## config.mk

```make
export PLATFORM = sky130hd
export DESIGN_NAME = kft_parser
export DESIGN_NICKNAME = d
export VERILOG_FILES = /design/src/hw/rtl/kft_pkg.sv /design/src/hw/rtl/kft_parser.sv
export SDC_FILE = /design/constraint.sdc
export NUM_CORES = 1
export LEC_CHECK = 0
export BUFFER_PORTS_ARGS = -buffer_cell sky130_fd_sc_hd__buf_2
export CORE_ASPECT_RATIO = 0.7
export CORE_MARGIN = 5
export CORE_UTILIZATION = 45
export DETAILED_ROUTE_END_ITERATION = 10
export GPL_ROUTABILITY_DRIVEN = 0
export PLACE_DENSITY = 0.68
export SLEW_MARGIN = 20
export SYNTH_ARGS = -nofsm -noshare
export SYNTH_HDL_FRONTEND = slang
export SYNTH_SLANG_ARGS = --single-unit
```

## constraint.sdc

```tcl
create_clock -name clock -period 9.1 [get_ports clock]
set_input_delay 0 -clock clock [delete_from_list [all_inputs] [get_ports clock]]
set_output_delay 0 -clock clock [all_outputs]
set_load 0.03 [all_outputs]
```

## src/hw/rtl/kft_pkg.sv

```systemverilog
// Package for the keyword flow tracker: widths, keyword tables, codes and
// the types shared by the parser, the flow table and the top level.
// Depends on nothing.
package kft_pkg;

   localparam int unsigned BUCKETS_DEF = 1024;
   localparam int unsigned WAYS_DEF = 4;
   localparam int unsigned SEARCH_WINDOW_DEF = 100;
   localparam logic [15:0] TIMEOUT_RESET = 16'd60;

   localparam int unsigned KW_COUNT = 5;
   localparam logic [2:0] KW_NONE = 3'd5;

   localparam logic [1:0] ST_NONE = 2'd0;
   localparam logic [1:0] ST_HIT = 2'd1;
   localparam logic [1:0] ST_ADDED = 2'd2;
   localparam logic [1:0] ST_FULL = 2'd3;

   localparam logic CSR_LINK_KIND = 1'b0;
   localparam logic CSR_TIMEOUT = 1'b1;

   localparam logic [1:0] KIND_NONE = 2'd0;
   localparam logic [1:0] KIND_TCP = 2'd1;
   localparam logic [1:0] KIND_UDP = 2'd2;

   localparam logic [15:0] ETH_IPV4 = 16'h0800;
   localparam logic [15:0] ETH_VLAN = 16'h8100;
   localparam logic [15:0] ETH_MPLS = 16'h8847;
   localparam logic [7:0] PROTO_TCP = 8'd6;
   localparam logic [7:0] PROTO_UDP = 8'd17;

   // Keyword text, first character in the lowest byte, zero padded.
   localparam logic [8*9-1:0] KW_TEXT [KW_COUNT] = '{
      {8'h00, " GSMVIRP"},
      {8'h00, 8'h00, " ECITON"},
      " //NWOD: ",
      " //PTFE: ",
      {8'h00, 8'h00, 8'h00, "NOITCA"}
   };
   localparam int unsigned KW_LEN [KW_COUNT] = '{8, 7, 9, 9, 6};

   // Parsed packet summary handed to the flow table at the last byte.
   typedef struct packed {
      logic        valid;
      logic [31:0] saddr;
      logic [31:0] daddr;
      logic [15:0] sport;
      logic [15:0] dport;
      logic        tcp;
      logic        fin;
      logic [2:0]  kw;
      logic [31:0] now;
   } pkt_type;

   typedef enum logic [1:0] {
      TS_IDLE,
      TS_READ,
      TS_WAIT,
      TS_DECIDE
   } tbl_state_type;

endpackage

```

## src/hw/rtl/kft_parser.sv

```systemverilog
// Byte parser of the keyword flow tracker: link, IPv4 and L4 headers plus
// the keyword scan over the payload window. Depends on kft_pkg.
module kft_parser #(
   parameter int unsigned SEARCH_WINDOW = kft_pkg::SEARCH_WINDOW_DEF
) (
   input  logic                clock,
   input  logic                reset,
   input  logic                byte_valid,
   input  logic [7:0]          data_byte,
   input  logic                last_byte,
   input  logic [31:0]         now_seconds,
   input  logic                link_kind,
   output kft_pkg::pkt_type    pkt,
   output logic                pkt_done,
   output logic                pkt_track
);

   logic [15:0] pos_ff, pos_in;
   logic [7:0]  rb_ff [9];
   logic [7:0]  rb_in [9];
   logic [31:0] sa_ff, sa_in, da_ff, da_in;
   logic [15:0] sp_ff, sp_in, dp_ff, dp_in;
   logic [3:0]  ihl_ff, ihl_in, doff_ff, doff_in;
   logic [1:0]  kind_ff, kind_in;
   logic        fin_ff, fin_in, drop_ff, drop_in;
   logic [4:0]  ipoff_ff, ipoff_in;
   logic [4:0]  hits_ff, hits_in;
   logic [4:0]  hits_fin;
   logic [15:0] w1;
   logic [16:0] l4, ps, ps_cur;
   logic        ps_ok, ps_ok_cur;
   logic [16:0] rel, r4, seen;
   logic [2:0]  kw;
   logic        eq;

   assign w1 = {rb_ff[0], data_byte};

   always_comb begin
      l4 = 17'(ipoff_ff) + 17'({ihl_ff, 2'b00});
      ps = 17'(ipoff_in) + 17'({ihl_in, 2'b00})
         + ((kind_in == kft_pkg::KIND_UDP) ? 17'd8 : 17'({doff_in, 2'b00}));
      ps_ok = (ipoff_in != 5'd0) && (ihl_in != 4'd0) &&
         ((kind_in == kft_pkg::KIND_UDP) ||
          (kind_in == kft_pkg::KIND_TCP && doff_in != 4'd0));
      ps_cur = 17'(ipoff_ff) + 17'({ihl_ff, 2'b00})
         + ((kind_ff == kft_pkg::KIND_UDP) ? 17'd8 : 17'({doff_ff, 2'b00}));
      ps_ok_cur = (ipoff_ff != 5'd0) && (ihl_ff != 4'd0) &&
         ((kind_ff == kft_pkg::KIND_UDP) ||
          (kind_ff == kft_pkg::KIND_TCP && doff_ff != 4'd0));
   end

   always_comb begin
      pos_in = pos_ff;
      sa_in = sa_ff; da_in = da_ff; sp_in = sp_ff; dp_in = dp_ff;
      ihl_in = ihl_ff; doff_in = doff_ff; kind_in = kind_ff;
      fin_in = fin_ff; drop_in = drop_ff; ipoff_in = ipoff_ff;
      hits_in = hits_ff;
      eq = 1'b0;
      rel = 17'(pos_ff) - 17'(ipoff_ff);
      r4 = 17'(pos_ff) - l4;
      seen = 17'(pos_ff) - ps + 17'd1;
      rb_in = rb_ff;
      if (byte_valid) begin
         rb_in[0] = data_byte;
         for (int i = 1; i < 9; i++) rb_in[i] = rb_ff[i-1];
         if (!drop_ff) begin
            if (ipoff_ff == 5'd0) begin
               if (link_kind) begin
                  if (pos_ff == 16'd3) begin
                     if (w1 == kft_pkg::ETH_IPV4) ipoff_in = 5'd4;
                     else drop_in = 1'b1;
                  end
               end else if (pos_ff == 16'd13) begin
                  if (w1 == kft_pkg::ETH_MPLS) ipoff_in = 5'd18;
                  else if (w1 == kft_pkg::ETH_IPV4) ipoff_in = 5'd14;
                  else if (w1 != kft_pkg::ETH_VLAN) drop_in = 1'b1;
               end else if (pos_ff == 16'd17) begin
                  if (w1 == kft_pkg::ETH_MPLS) ipoff_in = 5'd22;
                  else if (w1 == kft_pkg::ETH_IPV4) ipoff_in = 5'd18;
                  else drop_in = 1'b1;
               end
            end else if (pos_ff >= 16'(ipoff_ff)) begin
               if (rel == 17'd0) begin
                  if (data_byte[3:0] < 4'd5) drop_in = 1'b1;
                  else ihl_in = data_byte[3:0];
               end else if (rel == 17'd9) begin
                  if (data_byte == kft_pkg::PROTO_TCP) kind_in = kft_pkg::KIND_TCP;
                  else if (data_byte == kft_pkg::PROTO_UDP) kind_in = kft_pkg::KIND_UDP;
                  else drop_in = 1'b1;
               end else begin
                  if (rel == 17'd15) sa_in = {rb_ff[2], rb_ff[1], w1};
                  if (rel == 17'd19) da_in = {rb_ff[2], rb_ff[1], w1};
                  if (kind_ff != kft_pkg::KIND_NONE && 17'(pos_ff) >= l4) begin
                     if (r4 == 17'd1) sp_in = w1;
                     else if (r4 == 17'd3) dp_in = w1;
                     else if (kind_ff == kft_pkg::KIND_TCP && r4 == 17'd12) begin
                        if (data_byte[7:4] < 4'd5) drop_in = 1'b1;
                        else doff_in = data_byte[7:4];
                     end else if (kind_ff == kft_pkg::KIND_TCP && r4 == 17'd13)
                        fin_in = data_byte[0];
                     // The scan only runs when this byte set no header item
                     // that ends the pass, so the current fields apply.
                     if (!(kind_ff == kft_pkg::KIND_TCP && r4 == 17'd12) &&
                         ps_ok_cur && 17'(pos_ff) >= ps_cur &&
                         17'(pos_ff) - ps_cur < 17'(SEARCH_WINDOW)) begin
                        seen = 17'(pos_ff) - ps_cur + 17'd1;
                        for (int k = 0; k < kft_pkg::KW_COUNT; k++) begin
                           eq = 1'b1;
                           for (int i = 0; i < 9; i++)
                              if (i < kft_pkg::KW_LEN[k] &&
                                  rb_in[kft_pkg::KW_LEN[k]-1-i] !=
                                  kft_pkg::KW_TEXT[k][8*i +: 8])
                                 eq = 1'b0;
                           if (eq && seen >= 17'(kft_pkg::KW_LEN[k]))
                              hits_in[k] = 1'b1;
                        end
                     end
                  end
               end
            end
         end
         if (pos_ff != 16'hFFFF) pos_in = pos_ff + 16'd1;
      end
   end

   always_comb begin
      kw = kft_pkg::KW_NONE;
      for (int k = kft_pkg::KW_COUNT - 1; k >= 0; k--)
         if (hits_in[k]) kw = 3'(k);
      hits_fin = hits_in;
   end

   assign pkt_done = byte_valid && last_byte;
   assign pkt_track = !drop_in && ps_ok && (17'(pos_ff) >= ps);
   assign pkt.valid = pkt_track;
   assign pkt.saddr = sa_in;
   assign pkt.daddr = da_in;
   assign pkt.sport = sp_in;
   assign pkt.dport = dp_in;
   assign pkt.tcp = (kind_in == kft_pkg::KIND_TCP);
   assign pkt.fin = fin_in;
   assign pkt.kw = (hits_fin == 5'd0) ? kft_pkg::KW_NONE : kw;
   assign pkt.now = now_seconds;

   always_ff @(posedge clock) begin
      if (reset || pkt_done) begin
         pos_ff <= '0; sa_ff <= '0; da_ff <= '0; sp_ff <= '0; dp_ff <= '0;
         ihl_ff <= '0; doff_ff <= '0; kind_ff <= '0; fin_ff <= 1'b0;
         drop_ff <= 1'b0; ipoff_ff <= '0; hits_ff <= '0;
         for (int i = 0; i < 9; i++) rb_ff[i] <= '0;
      end else begin
         pos_ff <= pos_in; sa_ff <= sa_in; da_ff <= da_in;
         sp_ff <= sp_in; dp_ff <= dp_in; ihl_ff <= ihl_in;
         doff_ff <= doff_in; kind_ff <= kind_in; fin_ff <= fin_in;
         drop_ff <= drop_in; ipoff_ff <= ipoff_in; hits_ff <= hits_in;
         rb_ff <= rb_in;
      end
   end

endmodule

```

**Yosys cells after proc, flatten, opt, wreduce, memory -nomap -nowiden**

Cells that the tools add are included.

- Memories: 0
- Latch bits: 0
- Input port bits: 45
- Memory bits (writable): 0
- ROM bits: 0
- Register bits after elaboration: 198

- Bitwise logic cells: 0
- Equal/unequal tests: 50
- $lt $le $gt $ge: 11
- Add/subtract/negate cells: 9
- $mul: 0
- Shift operators: 0
- Reduce and logical (&&, ||, !) cells: 36
- Muxes and demuxes: 200
- Div/mod/pow operators: 0

Operator list:

| operator | number |
|---|---|
| 2-to-1 mux 32 bit | 14 |
| 2-to-1 mux 16 bit | 17 |
| inequality test 8 x 7 -> 1 bit (second input constant) | 25 |
| 2-to-1 mux 1 bit | 117 |
| 2-to-1 mux 5 bit | 20 |
| == test 17 x 4 -> 1 bit (second input constant) | 4 |
| 2-to-1 mux 4 bit | 17 |
| inequality test 8 x 6 -> 1 bit (second input constant) | 5 |
| greater-or-equal comparator 17 x 3 -> 1 bit (second input constant) | 2 |
| greater-or-equal comparator 17 x 4 -> 1 bit (second input constant) | 2 |
| greater-or-equal comparator 16 x 8 -> 1 bit | 2 |
| inequality test 16 bit (second input constant) | 2 |
| logical AND 1 bit | 20 |
| adder 17 x 1 -> 17 bit (second input constant) | 1 |
| == test 17 x 1 -> 1 bit (second input constant) | 1 |
| == test 17 x 2 -> 1 bit (second input constant) | 1 |
| == test 17 x 5 -> 1 bit (second input constant) | 1 |
| zero test 17 bit | 1 |
| less-than comparator 17 x 7 -> 1 bit (second input constant) | 1 |
| subtractor 16 x 5 -> 17 bit | 1 |
| subtractor 16 x 7 -> 17 bit | 1 |
| subtractor 16 x 8 -> 17 bit | 1 |
| adder 16 x 1 -> 16 bit (second input constant) | 1 |
| adder 7 x 6 -> 8 bit | 2 |
| other kinds (23) | 47 |

**Depth between registers and ports, before layout**

- Depth after elaboration: 34
- Mapped depth: 30
- Mapped depth without buffers: 28

**Least setup slack after synthesis**

No wires, ideal clock.

- Path type: register to output
- Start: register ipoff_ff[2]
- End: output port pkt[133] in the netlist's numbering
- Setup slack: 2.031 ns
- Path buffers: 2
- Arrival time: 7.069 ns
- Required time: 9.100 ns
- Stages on the path, launching flop included: 30
- Cell sequence: dfxtp_1 -> ha_1 -> fa_1 -> a21o_1 -> nand2_1 -> ha_1 -> or3_1 -> nor4_1 -> mux2_2 -> a311oi_1 -> and4_1 -> o2111ai_1 -> or4_1 -> buf_4 -> nor4_4 -> mux2i_1 -> or2_2 -> fa_1 -> inv_1 -> ha_1 -> a21o_1 -> a21oi_1 -> xor2_1 -> ha_1 -> nor2b_1 -> o21ai_0 -> a32oi_1 -> o211ai_1 -> a211oi_1 -> buf_4

- Longest elaborated chain between the ends: 20
- Elaborated cells between the ends (all ways): 72
- Those cells by class: add/sub: 5; order compare: 3; eq/ne: 6; mux: 44; reduce/logical: 14

Ends and longest elaborated chain:

| item | line | source |
|---|---|---|
| start: declaration | kft_parser.sv:26 | `logic [4:0] ipoff_ff, ipoff_in;` |
| start signal: assignment | kft_parser.sv:155 | `drop_ff <= drop_in; ipoff_ff <= ipoff_in; hits_ff <= hits_in;` |
| parallel branches: the longest is 19 deep, another holds subtractor 16 x 7 -> 17 bit | n/a |  |
| logical AND 1 bit (*) | kft_parser.sv:134 | `assign pkt_track = !drop_in && ps_ok && (17'(pos_ff) >= ps);` |
| end: declaration | kft_parser.sv:13 | `output kft_pkg::pkt_type pkt,` |

Every way passes the cells marked *.

==> metrics.txt <==
result of the run=finished, final reports clean; count of different cell masters after synthesis=83; post-route minimum period=7.99 ns; most used flip-flop cell after synthesis=dfxtp_1; Critical Path Start=ipoff_ff[2]; top post-synthesis cells by count=dfxtp_1 (198), nor2_1 (157), and2_1 (110); residual overflow from global routing=0; number of antenna cells inserted=0; utilization after layout=50.1%; ports placed on the boundary=181; worst rel slew slack=28.8%; WP data required=9.10 ns; CP bufs+invs=3; startpoint of the lowest-slack register-to-register path=ipoff_ff[2]; Pwr Density=139 mW/mm²; class of the tightest hold or removal check=input port to primary output; launch instance of the worst min-delay path=now_seconds[13]; CTS Root Cell=clkbuf_16; Remaining DRCs=0; number of buffers inserted by port buffering=116; type of origin of the critical path=register; y dimension of the die=147 µm; PostCTS Resize Cnt=0; mean routed wirelength per cell=19.4 µm; fill cell instance count of the final layout=2525; worst setup timing slack at the placement stage=1.77 ns; post-synthesis sequential element count=198; switching part of the total power=24.9%; worst-margin pin slew=1.07 ns; via count=10.4k; floorplan die width=205 µm; setup repair after global routing missed its margin=no; post-synthesis instance area=0.0120 mm²; top area cells in the synthesized netlist=dfxtp_1 (33%), mux2_2 (7.2%), mux2i_1 (6.1%); final hold vios=0; fraction of registers with async set or reset after synthesis=0%; global-route wire length before repair=53600 µm; Layout Skew=0.0151 ns; P_sw=459 µW; length of the first detailed-routing pass in iterations=5; Nets=1500; share of total power in the clock network=45.7%; initial antenna violation count=0; largest area contributor in the synthesized netlist=dfxtp_1; critical-path maximum fanout=7; overall die area=0.0301 mm²; pin count of the biggest net entering global routing=102; Arrival @ worst endpoint=7.99 ns; # H-tree levels=4; part of the Yosys area used for sequential elements=33.0%; Worst Setup End Kind=primary output; post-detailed-route via-to-cell ratio=5.82; top cell family by delay on the critical path=compound AO/OA/AOI/OAI gates; initial cell density of the core=45.3%; peak clock frequency supported by timing=125 MHz; setup slack of the critical path after layout=1.11 ns; area of the core=0.0265 mm²; Gate power share=6.8%; Final Routed Wirelength=34600 µm; final critical-path share of the clock period=87.7%; Max stage delay on crit path=0.70 ns; peak supply drop=130 µV; detailed placement HPWL=25200 µm; site row count=50; total number of yosys warnings=0; Num CTS Buffers=17; most repeated cell in the gate-level netlist after synthesis=dfxtp_1; portion of synthesized cell area occupied by the leading cell type=33.0%; Sequential Power Share=47.5%; GRT Overall Usage=22.4%; cell occurring most often along the worst timing path=ha_1; sink count of the clock tree=198; clock transition at the register clock pins on the worst setup and hold paths after CTS=0.08 ns; Bufs on Longest Clock Path=2; clock network latency to the later pin of the worst-skew pair=0.45 ns; detailed router's first-iteration violation count=1121; setup TNS after final layout=0 ns; total nets after synthesis=1455; critical path type=register to primary output; total of max-cap violations=0; area overhead of the layout relative to synthesis=10.8%; cell count after synthesis=1364; proportion of layout cells with a drive suffix above 1=20.0%; number of enable flip-flop cells after synthesis=0; synthesized area divided by synthesized cell count=8.80 µm²; setup violators final=0; Worst path slowest cell=or4_1; number of nets still failing antenna checks after routing=0; Int Pwr=1390 µW; standby leakage power=0.00593 µW; TritonCTS clock tree=done; number of slew-limit violations in the final report=0; via count of the first global-routing pass=9421
-- sequential cells by signal, indices dropped and copies added (netlist names) --
register and cells:
dp_ff 16, da_ff 32, fin_ff 1, hits_ff 5
drop_ff 1, rb_ff 64, ipoff_ff 5, sa_ff 32
ihl_ff 4, kind_ff 2, sp_ff 16, doff_ff 4
pos_ff 16
-- per-layer routing --
| layer | share of wire (%) | vias to the layer above | track usage (%) |
|---|---|---|---|
| met4 | 0.93 | 0 | 3.65 |
| met3 | 11 | 32 | 7.95 |
| met2 | 40 | 448 | 30.2 |
| li1 | - | 4902 | - |
| met1 | 48 | 5010 | 34.3 |
| met5 | 0 | - | 0 |
-- repair_timing --
| action | 4_1_cts | 5_1_grt |
|---|---|---|
| endpoints found under the hold margin | 7 | 0 |
| hold buffers | 7 | 0 |
| buffers inserted | 0 | 0 |
-- final timing paths --
check,end,cells past startpoint,slack (ns)
setup / recovery,pkt[133],29,1.11
hold / removal,pkt[13],0,0.00001
setup reg to reg,hits_ff[1],20,2.59
hold reg to reg,hits_ff[4],2,0.46
-- cell usage in the layout, fill, tap and decap left out, types with 7 or more instances in the layout --
master and n:
mux2_2 77, and2_1 110, a211oi_1 12, xnor2_1 19, nor4_1 23, mux2i_1 73, dlygate4sd3_1 7, xor2_1 23
nor2_1 156, o31ai_1 7, or2_2 11, nand3_1 26, a31oi_1 10, nand4_1 24, a21o_1 13, ha_1 39
and3_1 13, or3_1 18, nor2b_1 11, dfxtp_1 198, buf_2 115, nor3b_1 9, nor4b_1 15, a21oi_1 39
nand2b_1 9, inv_1 48, mux2_4 20, nor3_1 33, fa_1 7, a211o_1 7, buf_4 16, o21ai_0 39
clkbuf_16 17, nand2_1 58, o211ai_1 7
-- cell families (layout without fill, tap and decap cells) --
| group | after synthesis | after routing | share of synthesized area [%] |
|---|---|---|---|
| AO/OA/AOI/OAI | 197 | 197 | 11.5 |
| XOR/XNOR | 44 | 44 | 3.39 |
| adder cells (fa/ha/maj) | 47 | 47 | 5.31 |
| buffers and inverters | 161 | 219 | 6.47 |
| flip-flops | 198 | 198 | 33.0 |
| multiplexers | 170 | 170 | 15.8 |
| AND/OR/NAND/NOR | 547 | 547 | 24.6 |
-- area by class of cell --
| class | count | area, µm² | share of cell area [%] |
|---|---|---|---|
| inverters | 49 | 184 | 1.38 |
| repair buffers | 138 | 766 | 5.76 |
| clock inverters | 14 | 214 | 1.61 |
| multi-input cells | 1005 | 7280 | 54.7 |
| clock buffers | 18 | 439 | 3.30 |
| flip-flops and latches | 198 | 3960 | 29.8 |
| well taps | 364 | 455 | 3.42 |
-- metrics by stage --
step           hold WS [ns]  area [µm²]  instances  total power [µW]
2_1_floorplan         0.132       12000       1364              1010
4_1_cts            0.000205       13300       1786              1850
3_3_place_gp       0.000205       12600       1747              1020
3_5_place_dp       0.000205       12600       1747              1020
6_report          0.0000116       13300       1786              1850
5_1_grt           0.0000739       13300       1786              1900
-- power groups by stage --
stage | logic [µW] | clock network, µW | registers [µW]
finish | 125 | 844 | 878
floorplan | 116 | 0 | 892
global placement | 118 | 0 | 898
global route | 135 | 891 | 878
CTS | 123 | 853 | 877
detailed placement | 120 | 0 | 898
(Power assumes the default switching activity.)
